### src/design/chd_pkg.sv
package chd_pkg;

  localparam int unsigned SIZE_BITS_DEF = 32;

  localparam int unsigned BYTE_W   = 8;
  localparam int unsigned STATUS_W = 3;
  localparam int unsigned NIB_W    = 4;

  // final and sticky status codes
  localparam logic [STATUS_W-1:0] ST_RUN      = 3'd0;
  localparam logic [STATUS_W-1:0] ST_DONE     = 3'd1;
  localparam logic [STATUS_W-1:0] ST_BAD_SIZE = 3'd2;
  localparam logic [STATUS_W-1:0] ST_BAD_HDR  = 3'd3;
  localparam logic [STATUS_W-1:0] ST_TRUNC    = 3'd4;
  localparam logic [STATUS_W-1:0] ST_BAD_BODY = 3'd5;
  localparam logic [STATUS_W-1:0] ST_OVERFLOW = 3'd6;

  // input kinds carried in s_tuser
  localparam logic OP_BYTE = 1'b0;
  localparam logic OP_END  = 1'b1;

  localparam logic [BYTE_W-1:0] CH_CR    = 8'h0D;
  localparam logic [BYTE_W-1:0] CH_LF    = 8'h0A;
  localparam logic [BYTE_W-1:0] CH_0     = 8'h30;
  localparam logic [BYTE_W-1:0] CH_9     = 8'h39;
  localparam logic [BYTE_W-1:0] CH_LO_A  = 8'h61;
  localparam logic [BYTE_W-1:0] CH_LO_F  = 8'h66;
  localparam logic [BYTE_W-1:0] CH_UP_A  = 8'h41;
  localparam logic [BYTE_W-1:0] CH_UP_F  = 8'h46;
  localparam logic [NIB_W-1:0]  HEX_TEN  = 4'd10;

  typedef enum logic [6:0] {
    PH_SIZE_FIRST = 7'b0000001,
    PH_SIZE_MORE  = 7'b0000010,
    PH_EXT        = 7'b0000100,
    PH_HDR_LF     = 7'b0001000,
    PH_DATA       = 7'b0010000,
    PH_BODY_CR    = 7'b0100000,
    PH_BODY_LF    = 7'b1000000
  } phase_t;

  typedef struct packed {
    logic [STATUS_W-1:0] status;
    logic                out_valid;
    logic [BYTE_W-1:0]   out_byte;
  } result_t;

  typedef struct packed {
    logic              ok;
    logic [NIB_W-1:0]  nib;
  } hex_t;

  function automatic hex_t hex_digit(input logic [BYTE_W-1:0] b);
    hex_t h;
    h.ok  = 1'b1;
    h.nib = '0;
    if (b >= CH_0 && b <= CH_9) begin
      h.nib = NIB_W'(b - CH_0);
    end else if (b >= CH_LO_A && b <= CH_LO_F) begin
      h.nib = NIB_W'(b - CH_LO_A) + HEX_TEN;
    end else if (b >= CH_UP_A && b <= CH_UP_F) begin
      h.nib = NIB_W'(b - CH_UP_A) + HEX_TEN;
    end else begin
      h.ok = 1'b0;
    end
    return h;
  endfunction

endpackage

### src/design/chd_step.sv
module chd_step #(
  parameter int unsigned SIZE_BITS = chd_pkg::SIZE_BITS_DEF
) (
  input  logic                      opcode,
  input  logic [chd_pkg::BYTE_W-1:0] in_byte,
  input  chd_pkg::phase_t           phase,
  input  logic [SIZE_BITS-1:0]      count,
  input  logic [chd_pkg::STATUS_W-1:0] status,
  output chd_pkg::phase_t           phase_next,
  output logic [SIZE_BITS-1:0]      count_next,
  output logic [chd_pkg::STATUS_W-1:0] status_next,
  output chd_pkg::result_t          res
);
  import chd_pkg::*;

  hex_t                 hx;
  logic [SIZE_BITS-1:0] count_dec;
  logic                 top_busy;
  logic [STATUS_W-1:0]  end_status;

  assign hx        = hex_digit(in_byte);
  assign count_dec = count - SIZE_BITS'(1);
  // another digit would push the size out of the counter
  assign top_busy  = |count[SIZE_BITS-1 -: NIB_W];

  always_comb begin
    if (status != ST_RUN) begin
      end_status = status;
    end else begin
      unique case (phase)
        PH_SIZE_FIRST:          end_status = ST_BAD_SIZE;
        PH_DATA:                end_status = ST_TRUNC;
        PH_BODY_CR, PH_BODY_LF: end_status = ST_BAD_BODY;
        default:                end_status = ST_BAD_HDR;
      endcase
    end
  end

  always_comb begin
    phase_next    = phase;
    count_next    = count;
    status_next   = status;
    res.out_byte  = '0;
    res.out_valid = 1'b0;
    if (opcode == OP_END) begin
      phase_next  = PH_SIZE_FIRST;
      count_next  = '0;
      status_next = ST_RUN;
    end else if (status == ST_RUN) begin
      unique case (phase)
        PH_SIZE_FIRST: begin
          if (!hx.ok) begin
            status_next = ST_BAD_SIZE;
          end else begin
            count_next = SIZE_BITS'(hx.nib);
            phase_next = PH_SIZE_MORE;
          end
        end
        PH_SIZE_MORE: begin
          if (hx.ok) begin
            if (top_busy) begin
              status_next = ST_OVERFLOW;
            end else begin
              count_next = {count[SIZE_BITS-NIB_W-1:0], hx.nib};
            end
          end else if (in_byte == CH_CR) begin
            phase_next = PH_HDR_LF;
          end else if (in_byte == CH_LF) begin
            status_next = ST_BAD_HDR;
          end else begin
            phase_next = PH_EXT;
          end
        end
        PH_EXT: begin
          if (in_byte == CH_CR) begin
            phase_next = PH_HDR_LF;
          end else if (in_byte == CH_LF) begin
            status_next = ST_BAD_HDR;
          end
        end
        PH_HDR_LF: begin
          if (in_byte != CH_LF) begin
            status_next = ST_BAD_HDR;
          end else if (count == '0) begin
            status_next = ST_DONE;
          end else begin
            phase_next = PH_DATA;
          end
        end
        PH_DATA: begin
          res.out_byte  = in_byte;
          res.out_valid = 1'b1;
          count_next    = count_dec;
          if (count_dec == '0) begin
            phase_next = PH_BODY_CR;
          end
        end
        PH_BODY_CR: begin
          if (in_byte == CH_CR) begin
            phase_next = PH_BODY_LF;
          end else begin
            status_next = ST_BAD_BODY;
          end
        end
        PH_BODY_LF: begin
          if (in_byte == CH_LF) begin
            phase_next = PH_SIZE_FIRST;
            count_next = '0;
          end else begin
            status_next = ST_BAD_BODY;
          end
        end
        default: begin
          status_next = ST_BAD_SIZE;
        end
      endcase
    end
    res.status = (opcode == OP_END) ? end_status : status_next;
  end

endmodule

### src/design/http_chunked_body_decoder_top.sv
// channel  dir  tdata                                tuser            tlast
// s_axis   in   [7:0] in_byte                        opcode (1 = end) -
// m_axis   out  [7:0] out_byte, [10:8] status        out_valid        -
//
// one byte accepted per clock while m_tready does not stall, one result per byte, via
// an input register, then a result register; the parse state is updated in the
// cycle an item leaves the input register, so consecutive bytes flow back to back
// rst is synchronous and clears the parser to the first size digit, running status
// a stalled m_tready holds the result register and backs up into s_tready
module http_chunked_body_decoder_top #(
  parameter int unsigned SIZE_BITS = chd_pkg::SIZE_BITS_DEF
) (
  input  logic        clk,
  input  logic        rst,
  input  logic        s_tvalid,
  output logic        s_tready,
  input  logic [7:0]  s_tdata,   // [7:0] in_byte
  input  logic        s_tuser,   // [0] opcode
  output logic        m_tvalid,
  input  logic        m_tready,
  output logic [15:0] m_tdata,   // [7:0] out_byte, [10:8] status, [15:11] zero
  output logic        m_tuser    // [0] out_valid
);
  import chd_pkg::*;

  logic                in_vld;
  logic                in_op;
  logic [BYTE_W-1:0]   in_data;
  logic                out_vld;
  result_t             out_res;

  phase_t              phase;
  phase_t              phase_next;
  logic [SIZE_BITS-1:0] count;
  logic [SIZE_BITS-1:0] count_next;
  logic [STATUS_W-1:0] status;
  logic [STATUS_W-1:0] status_next;
  result_t             res;

  logic                adv;
  logic                proc;

  assign adv      = !out_vld || m_tready;
  assign proc     = in_vld && adv;
  assign s_tready = !in_vld || adv;

  chd_step #(
    .SIZE_BITS(SIZE_BITS)
  ) u_step (
    .opcode      (in_op),
    .in_byte     (in_data),
    .phase       (phase),
    .count       (count),
    .status      (status),
    .phase_next  (phase_next),
    .count_next  (count_next),
    .status_next (status_next),
    .res         (res)
  );

  always_ff @(posedge clk) begin
    if (rst) begin
      in_vld  <= 1'b0;
      out_vld <= 1'b0;
      phase   <= PH_SIZE_FIRST;
      count   <= '0;
      status  <= ST_RUN;
    end else begin
      if (s_tready) begin
        in_vld <= s_tvalid;
      end
      if (adv) begin
        out_vld <= in_vld;
      end
      if (proc) begin
        phase  <= phase_next;
        count  <= count_next;
        status <= status_next;
      end
    end
  end

  always_ff @(posedge clk) begin
    if (s_tvalid && s_tready) begin
      in_op   <= s_tuser;
      in_data <= s_tdata;
    end
    if (proc) begin
      out_res <= res;
    end
  end

  assign m_tvalid = out_vld;
  assign m_tdata  = {5'b0, out_res.status, out_res.out_byte};
  assign m_tuser  = out_res.out_valid;

  // payload only leaves while the parser is running
  a_payload_running: assert property (@(posedge clk) disable iff (rst)
    (m_tvalid && m_tuser) |-> (m_tdata[10:8] == ST_RUN))
    else $error("payload byte with non-running status");

  // an error or completion sticks until an end item
  a_status_sticky: assert property (@(posedge clk) disable iff (rst)
    (proc && in_op == OP_BYTE && status != ST_RUN) |=> (status == $past(status)))
    else $error("sticky status changed on a byte item");

  // the payload phase never sits with nothing left to pass
  a_data_count: assert property (@(posedge clk) disable iff (rst)
    (status == ST_RUN && phase == PH_DATA) |-> (count != '0))
    else $error("payload phase with zero count");

endmodule
### config.mk
export PLATFORM = sky130hd
export DESIGN_NAME = http_chunked_body_decoder_top
export DESIGN_NICKNAME = d
export VERILOG_FILES = /design/src/design/chd_pkg.sv /design/src/design/chd_step.sv /design/src/design/http_chunked_body_decoder_top.sv
export SDC_FILE = /design/constraint.sdc
export NUM_CORES = 1
export LEC_CHECK = 0
export ABC_AREA = 1
export BUFFER_PORTS_ARGS = -buffer_cell sky130_fd_sc_hd__buf_2
export CORE_MARGIN = 2
export CORE_UTILIZATION = 60
export DETAILED_ROUTE_END_ITERATION = 8
export PLACE_DENSITY = 0.77
export SYNTH_ARGS = -nofsm -noshare
export SYNTH_HDL_FRONTEND = slang
export SYNTH_SLANG_ARGS = --single-unit
### constraint.sdc
create_clock -name clk -period 2.8 [get_ports clk]
set_input_delay 0.28 -clock clk [delete_from_list [all_inputs] [get_ports clk]]
set_output_delay 0.28 -clock clk [all_outputs]
set_load 0.005 [all_outputs]
# Word-level counts from Yosys, hierarchy flattened
# Cells that the tools add are included.
word_totals:
  regBits: 65
  in_bits: 13
  out_inout_bits: 19
  wordCells: 109
classes:
  add_sub_neg: 6
  magnitude_cmp: 6
  eq_ne: 21
  mux: 42
  n_bitwise: 2
  n_reduce_logical: 22
ops:
  columns: ["operator", "count"]
  rows:
  - ["$mux W32", 6]
  - ["$pmux W32 S4", 1]
  - ["$mux W7", 12]
  - ["$logic_not A32 Y1", 2]
  - ["$pmux W7 S7", 1]
  - ["$mux W3", 13]
  - ["$sub A32 B1 Y32 const B", 1]
  - ["$pmux W3 S7", 1]
  - ["$ne A3 B2 Y1 const B", 6]
  - ["$eq A8 B4 Y1 const B", 2]
  - ["$ge A8 B7 Y1 const B", 2]
  - ["$le A8 B7 Y1 const B", 2]
  - ["$mux W4", 3]
  - ["$ne A3 B3 Y1 const B", 4]
  - ["$reduce_and A12 Y1", 1]
  - ["$sub A4 B1 Y4 const B", 3]
  - ["$mux W9", 1]
  - ["$pmux W3 S3", 1]
  - ["$add A4 B4 Y4 const B", 2]
  - ["$ge A8 B6 Y1 const B", 1]
  - ["$le A8 B6 Y1 const B", 1]
  - ["$ne A8 B4 Y1 const B", 1]
  - ["$reduce_bool A8 Y1", 1]
  - ["$eq A7 B1 Y1 const B", 1]
  - ["other kinds (20)", 30]

# Logic depth before layout (Yosys ltp)
# Gate-level depths: netlist of the first run.
depth:
  word_depth: 10
  depth_mapped: 18
  depth_no_buf: 18

# Modules after synthesis
# A second synthesis of the first run with hierarchy kept.
unflattened:
  hier_cells: 967
  hier_area_um2: 5604.1
modules_own_cells:
  columns: ["module", "instances", "cells_per_inst", "area_per_inst_um2", "seq_area_each_um2"]
  rows:
  - ["chd_step", 1, 655, 2999.1, 0.0]
  - ["http_chunked_body_decoder_top", 1, 312, 2605.0, 1511.4]

# Worst setup path before layout of the first run
# OpenSTA, ideal clock, no wires.
synth_path:
  path_type: "flip-flop to flip-flop"
  start: "register count[0]"
  end: "register phase[6]"
  setup_time_ps: 113
  arrival_ps: 1973
  required_ps: 2687
  path_slack_ps: 714
  path_stages_with_launch: 15
  n_path_buf: 0
  synth_period_minus_slack_ps: 2086
  cell_sequence: "dfxtp_1 inv_1 ha_1 nand2_4 nor2_8 nand2_4 nor2_4 xor2_2 nand3_1 nor2_1 nand3_1 nand2_4 nand2_4 nor2_1 nor2_1"
synth_between:
  elab_chain_cells: 4
  elab_cells_between_ends: 6
  cone_classes: "1 x add/sub; 2 x eq/ne; 3 x reduce/logical"
synth_lines:
  columns: ["item", "line", "text"]
  rows:
  - ["start: declaration", "http_chunked_body_decoder_top.sv:34", "logic [SIZE_BITS-1:0] count;"]
  - ["start signal: assignment", "http_chunked_body_decoder_top.sv:77", "count <= count_next;"]
  - ["$sub A32 B1 Y32", "chd_step.sv:22", "assign count_dec = count - SIZE_BITS'(1);"]
  - ["$logic_not A32 Y1", "chd_step.sv:94", "if (count_dec == '0) begin"]
  - ["$ne A3 B2 Y1 (no line)", null, null]
  - ["$reduce_and A12 Y1 (no line) (*)", null, null]
  - ["end signal: assignment", "http_chunked_body_decoder_top.sv:76", "phase <= phase_next;"]
  - ["end: declaration", "http_chunked_body_decoder_top.sv:32", "phase_t phase;"]
# Mark *: on every way between the ends. The rest lies on a longest branch, timed or not.
# A chain may end at the register's enable or synchronous reset.

# Worst setup path after layout of the first run
layout_path:
  start: "register count[0]"
  end: "register phase[1]"
# Same word-level chain as after synthesis.

==> results of run 1 <==
## power groups by stage
stage	logic, W	clock network (W)	registers [W]
after detailed placement	0.000767	0	0.00107
after CTS	0.000774	0.000938	0.00105
final	0.000790	0.000925	0.00105
after floorplan	0.000601	0	0.00106
after global routing	0.000879	0.000970	0.00105
after global placement	0.000753	0	0.00107
## worst min path at each step
| stage | from | slack (ns) | cells after the start | end |
|---|---|---|---|---|
| 2_1_floorplan | s_tdata[0] | 0.38 | 0 | in_data[0] |
| 3_3_place_gp | s_tdata[4] | 0.46 | 1 | in_data[4] |
| 3_5_place_dp | s_tdata[3] | 0.46 | 1 | in_data[3] |
| 4_1_cts | s_tdata[2] | 0.09 | 1 | in_data[2] |
| 5_1_grt | s_tdata[1] | 0.09 | 1 | in_data[1] |
| 6_report | s_tdata[2] | 0.09 | 1 | in_data[2] |
## worst max-delay path, delay by kind of cell, from the launching register on
family,cells,cell delay (ns)
adder cells (fa/ha/maj),1,0.35
XOR/XNOR,1,0.18
AND/OR/NAND/NOR,12,1.38
flip-flops,1,0.33
buffers and inverters,1,0.20
## area by class of cell
class / count / area (um^2) / share of cell area [%]
Clock buffer: 9 / 124 / 2.49
Clock inverter: 7 / 103 / 2.07
Inverter: 90 / 338 / 6.80
Multi-Input combinational cell: 527 / 2580 / 51.9
Sequential cell: 65 / 1510 / 30.4
Tap cell: 99 / 124 / 2.49
Timing Repair Buffer: 34 / 190 / 3.83
## cells in the mapped netlist, types with 2 or more instances
| cell type | instances | area share, % |
|---|---|---|
| buf_4 | 5 | 0.83 |
| ha_1 | 7 | 1.9 |
| edfxtp_1 | 21 | 14 |
| nor2_4 | 5 | 1.2 |
| buf_6 | 2 | 0.50 |
| o22ai_1 | 15 | 2.1 |
| clkbuf_1 | 11 | 0.91 |
| nor2_1 | 103 | 8.5 |
| xor2_1 | 8 | 1.5 |
| a21oi_1 | 45 | 5.0 |
| nand3_2 | 2 | 0.44 |
| inv_1 | 85 | 7.1 |
| xor2_2 | 2 | 0.72 |
| dfxtp_1 | 44 | 19 |
| nand2_1 | 203 | 17 |
| nor2_8 | 3 | 1.3 |
| nor2_2 | 5 | 0.69 |
| o21ai_1 | 6 | 0.66 |
| nand2_2 | 9 | 1.2 |
| nand4_1 | 11 | 1.5 |
| o21ai_0 | 38 | 4.2 |
| nand3_1 | 35 | 3.9 |
| nand2_4 | 5 | 1.2 |
| inv_2 | 5 | 0.41 |
| nor3_1 | 9 | 1.0 |
## stage by stage
stage	util, %	setup WS (ns)
3_5_place_dp	65.0	0.330
5_1_grt	68.1	0.0243
6_report	68.1	0.297
2_1_floorplan	-	0.714
3_3_place_gp	65.0	0.387
4_1_cts	68.1	0.296
## cells in the final DEF, fill, tap and decap left out, types with 6 or more instances in the layout
cell	instances
ha_1	7
o21ai_1	6
a21oi_1	45
nand2_1	203
edfxtp_1	21
dfxtp_1	44
inv_1	85
nand4_1	11
clkbuf_8	9
nor3_1	9
buf_4	8
nand3_1	35
buf_2	26
o21ai_0	38
o22ai_1	15
nand2_2	9
nor2_1	103
xor2_1	8
## metal layers
layer	vias up	GRT usage, %	part of all wire, %
met5	-	0	0
li1	2280	-	-
met2	184	48.1	45
met4	0	8.71	1.6
met3	19	5.09	7.4
met1	2068	42.2	46
## cell families (layout without fill, tap and decap cells)
group	Yosys count	after routing	synth area share, %
buffers and inverters	110	140	9.98
other	1	5	0.0829
XOR/XNOR	11	11	2.46
adder cells (fa/ha/maj)	7	7	1.94
flip-flops	65	65	33.4
AND/OR/NAND/NOR	397	397	39.6
AO/OA/AOI/OAI	107	107	12.5
## state kept, by name (all words and copies together), names as in the netlist
name      flops
m_tdata      11
in_op         1
phase         7
status        3
m_tvalid      1
count        32
in_vld        1
m_tuser       1
in_data       8
==> metrics.yaml, run 1 <==
status: "completed"
drive_above_1_share_pct: 12.4
crit_arrival_ns: 2.79
setup_viol: 0
cts_max_path_buffers: 2
place_area_mm2: 0.00474
worstSetupPathType: "register to register"
wl_mm: 11.8
crit_path_end: "phase[1]"
drt_pass1_iterations: 5
post-route-min-period_ns: 2.50
fmax_mhz: 399
cts_sinks: 65
final_cells: 831
final-hold-violation-count: 0
critPathLaunchType: "register"
grt_pass1_wl_mm: 19.9
worstMarginPinSlew_ns: 0.602
synth_top_flop_cell: "dfxtp_1"
antenna_left: 0
r2r_slack_ns: 0.30
ys_seq_area_share_pct: 33.4
crit_path_end_kind: "register"
vias: 4551
vias_per_cell: 5.48
r2r_end: "phase[1]"
die_w_um: 90.9
fillCellCount: 670
core_mm2: 0.00729
area_growth_pct: 9.76
ioPinCount: 32
vdd_drop_max_uv: 348
r2r-start: "count[0]"
htreeDepth: 3
p_sw_share_pct: 35.4
total_power_w: 0.00276
intPower_w: 0.00179
relSlewSlack_pct: 59.8
drcViolationCount: 0
port_buffers: 26
avgSynthCellArea_um2: 6.48
wire_per_inst_um: 14.3
rsz0062_at_grt: "false"
cts_buffers: 9
grt_max_degree: 32
start_util_pct: 62.1
cpPeakStageDelay_ns: 0.35
grt.overflow.total: 0
ys_async_sr_fraction_pct: 0
clkTransAtPathRegs_ns: 0.09
clock_latency_ns: 0.36
cts_tree: "done"
antenna-diode-count: 0
cp.required_ns: 3.08
maxCapViolations: 0
synth_cells: 698
ys_types: 39
power_frac_seq_pct: 38.0
slowest_stage: "ha_1"
rr_worst_depth: 15
grt_usage_pct: 30.1
power_density_mw_per_mm2: 556
leakagePower_nw: 2.32
post-route-period-util_pct: 89.4
power.switching_w: 0.000977
hp-class: "primary input to register"
initialDrtViolationCount: 428
clockPowerShare_pct: 33.5
netlist_area_mm2: 0.00453
die_h_um: 90.9
skew_ns: 0.0132
dieArea_mm2: 0.00825
fin_nets: 747
setup-tns-final_ns: 0
crit_chain: "inv_1 -> ha_1 -> nand2_4 -> nor2_8 -> xor2_2 -> nand3_1 -> nor2_1 -> nand3_1 -> nor2_1 -> nand3_1 -> nand2_4 -> nand2_4 -> nand2_1 -> nand2_1 -> nor2_1"
postCtsSetupBuffers: 0
dp_hpwl_mm: 8.86
grt_antenna_before_repair: 0
ctsHoldBuffers: 0
fin_area_mm2: 0.00497
synth_edf_count: 21
dp.cells: 815
power_frac_comb_pct: 28.6
final_max_slew_viol_count: 0
root_buffer: "clkbuf_8"
fin_hold_ws_ns: 0.0934
cp-startpoint: "count[0]"
gp_congestion: 0.990
yosys_warnings: 0
grt_pass1_vias: 4232
post_cts_resized: 0
rows: 31
path_max_fanout: 10
ys_ff_latch: 65
Power figures use the tool's default switching activity.
==> inputs of run 2 (changes only) <==
Settings changed: CAP_MARGIN set to 20, CORE_MARGIN 2 to unset.
==> run 2 against run 1 <==
Against the previous run: clock skew decreased by 0.0047 ns; core utilization increased by 0.36 points; critical path depth increased by 1; sequential share of layout area unchanged; cell count unchanged; via count increased by 0.40%; worst setup slack improved by 0.0095 ns; count of clock-buffer cells in the layout unchanged; clock power about the same; critical path type unchanged; critical endpoint unchanged; largest cell class unchanged.
==> metrics.yaml, run 2 (same netlist as run 1, synthesis figures left out) <==
layout_common_cells: "nand2_1 (203), nor2_1 (103), inv_1 (85)"
antenna-diode-count: 0
clockPowerShare_pct: 33.4
grt_usage_pct: 31.8
status: "completed"
initialDrtViolationCount: 406
postCtsSetupBuffers: 0
skew_ns: 0.00859
grt.overflow.total: 0
cts_max_path_buffers: 2
vias_per_cell: 5.50
worstMarginPinSlew_ns: 0.615
crit_buf_inv: 1
area_growth_pct: 9.76
relSlewSlack_pct: 59.0
power_density_mw_per_mm2: 557
cts_tree: "done"
htreeDepth: 3
setup-tns-final_ns: 0
largest_reg_flops: 32
post-route-min-period_ns: 2.49
cts_sinks: 65
place_area_mm2: 0.00474
grt_pass1_wl_mm: 19.1
final-hold-violation-count: 0
grt_pass1_vias: 3939
r2r_slack_ns: 0.31
crit_chain: "inv_1 -> ha_1 -> nand2_4 -> nor2_8 -> nand2_4 -> o21ai_1 -> nand2_1 -> nor2_1 -> nand2_1 -> nor2_1 -> nand3_1 -> nand2_4 -> nand2_4 -> nand2_1 -> nand2_1 -> nor2_1"
layout_commonest_cell: "nand2_1"
cp.required_ns: 3.09
final_max_slew_viol_count: 0
hp-class: "primary input to register"
crit_arrival_ns: 2.78
power.switching_w: 0.000978
die_w_um: 88.9
regMostFlops: "count"
wl_mm: 12.0
critPathLaunchType: "register"
min_delay_path_depth: 1
rsz0062_at_grt: "false"
ctsHoldBuffers: 0
power_frac_comb_pct: 28.6
root_buffer: "clkbuf_8"
core_mm2: 0.00725
fmax_mhz: 401
ioPinCount: 32
grt_max_degree: 31
dieArea_mm2: 0.00789
worstSetupPathType: "register to register"
rr_worst_depth: 16
post_cts_resized: 0
intPower_w: 0.00179
cts_buffers: 9
rows: 31
gp_congestion: 0.961
clock_latency_ns: 0.35
grt_antenna_before_repair: 0
clkTransAtPathRegs_ns: 0.08
fin_nets: 747
drcViolationCount: 0
regArea_mm2: 0.00151
setup_viol: 0
vias: 4569
die_h_um: 88.9
leakagePower_nw: 2.32
start_util_pct: 62.4
fin_area_mm2: 0.00497
power_frac_seq_pct: 38.0
cpPeakStageDelay_ns: 0.36
slowest_stage: "ha_1"
antenna_left: 0
crit_path_end_kind: "register"
fillCellCount: 666
path_max_fanout: 10
post-route-period-util_pct: 89.1
vdd_drop_max_uv: 311
drt_pass1_iterations: 5
cp_num_cells: 16
dp_hpwl_mm: 8.73
p_sw_share_pct: 35.4
maxCapViolations: 0
critical_path.top_delay_family: "simple AND/OR/NAND/NOR gates"
port_buffers: 26
multi_input_area_mm2: 0.00258
drive_above_1_share_pct: 12.4
wire_per_inst_um: 14.4
==> run 2: cell counts in the layout (fill, tap and decap cells not counted) <==
No cell type changed its count.
==> run 2: per-layer routing <==
layer | vias to the layer above | wire length (um) | global-route usage [%]
met2 | 199 | 5240 | 46.5
met3 | 14 | 918 | 6.16
met1 | 2075 | 5650 | 46.8
li1 | 2281 | - | -
met4 | 0 | 144 | 9.82
met5 | - | 0 | 0
==> run 2: worst reg2reg max path: stages (launching register included) <==
cell	delay, ns
dfxtp_1	0.33
inv_1	0.20
ha_1	0.36
nand2_4	0.12
nor2_8	0.21
nand2_4	0.09
o21ai_1	0.12
nand2_1	0.09
nor2_1	0.12
nand2_1	0.07
nor2_1	0.13
nand3_1	0.17
nand2_4	0.14
nand2_4	0.08
nand2_1	0.07
nand2_1	0.04
nor2_1	0.11
==> run 2: power by group through the flow <==
stage / combinational (W) / sequential [W] / clock, W
floorplan: 0.000601 / 0.00106 / 0
global placement: 0.000759 / 0.00107 / 0
detailed placement: 0.000769 / 0.00107 / 0
CTS: 0.000776 / 0.00105 / 0.000929
global route: 0.000877 / 0.00105 / 0.000968
finish: 0.000791 / 0.00105 / 0.000924
==> run 2: cell type report <==
type                            count  share of cell area, %
Timing Repair Buffer               34                   3.83
Sequential cell                    65                   30.4
Tap cell                           99                   2.49
Multi-Input combinational cell    527                   51.9
Clock buffer                        9                   2.49
Clock inverter                      7                   2.07
Inverter                           90                   6.80
==> run 2: metrics by stage <==
step / utilization, % / cells / hold WS (ns) / total power, W / setup WS (ns)
global placement: 65.4 / 815 / 0.456 / 0.00183 / 0.401
floorplan: - / 702 / 0.379 / 0.00167 / 0.714
global route: 68.5 / 831 / 0.0843 / 0.00290 / 0.0819
CTS: 68.5 / 831 / 0.0944 / 0.00275 / 0.312
detailed placement: 65.4 / 815 / 0.459 / 0.00184 / 0.316
finish: 68.5 / 831 / 0.0967 / 0.00276 / 0.306
==> run 2: path summary, 6_finish.rpt <==
check                                 end       from
worst max-delay path             phase[1]   count[0]
worst min-delay path                in_op    s_tuser
worst max register to register   phase[1]   count[0]
worst min register to register  count[31]  count[31]
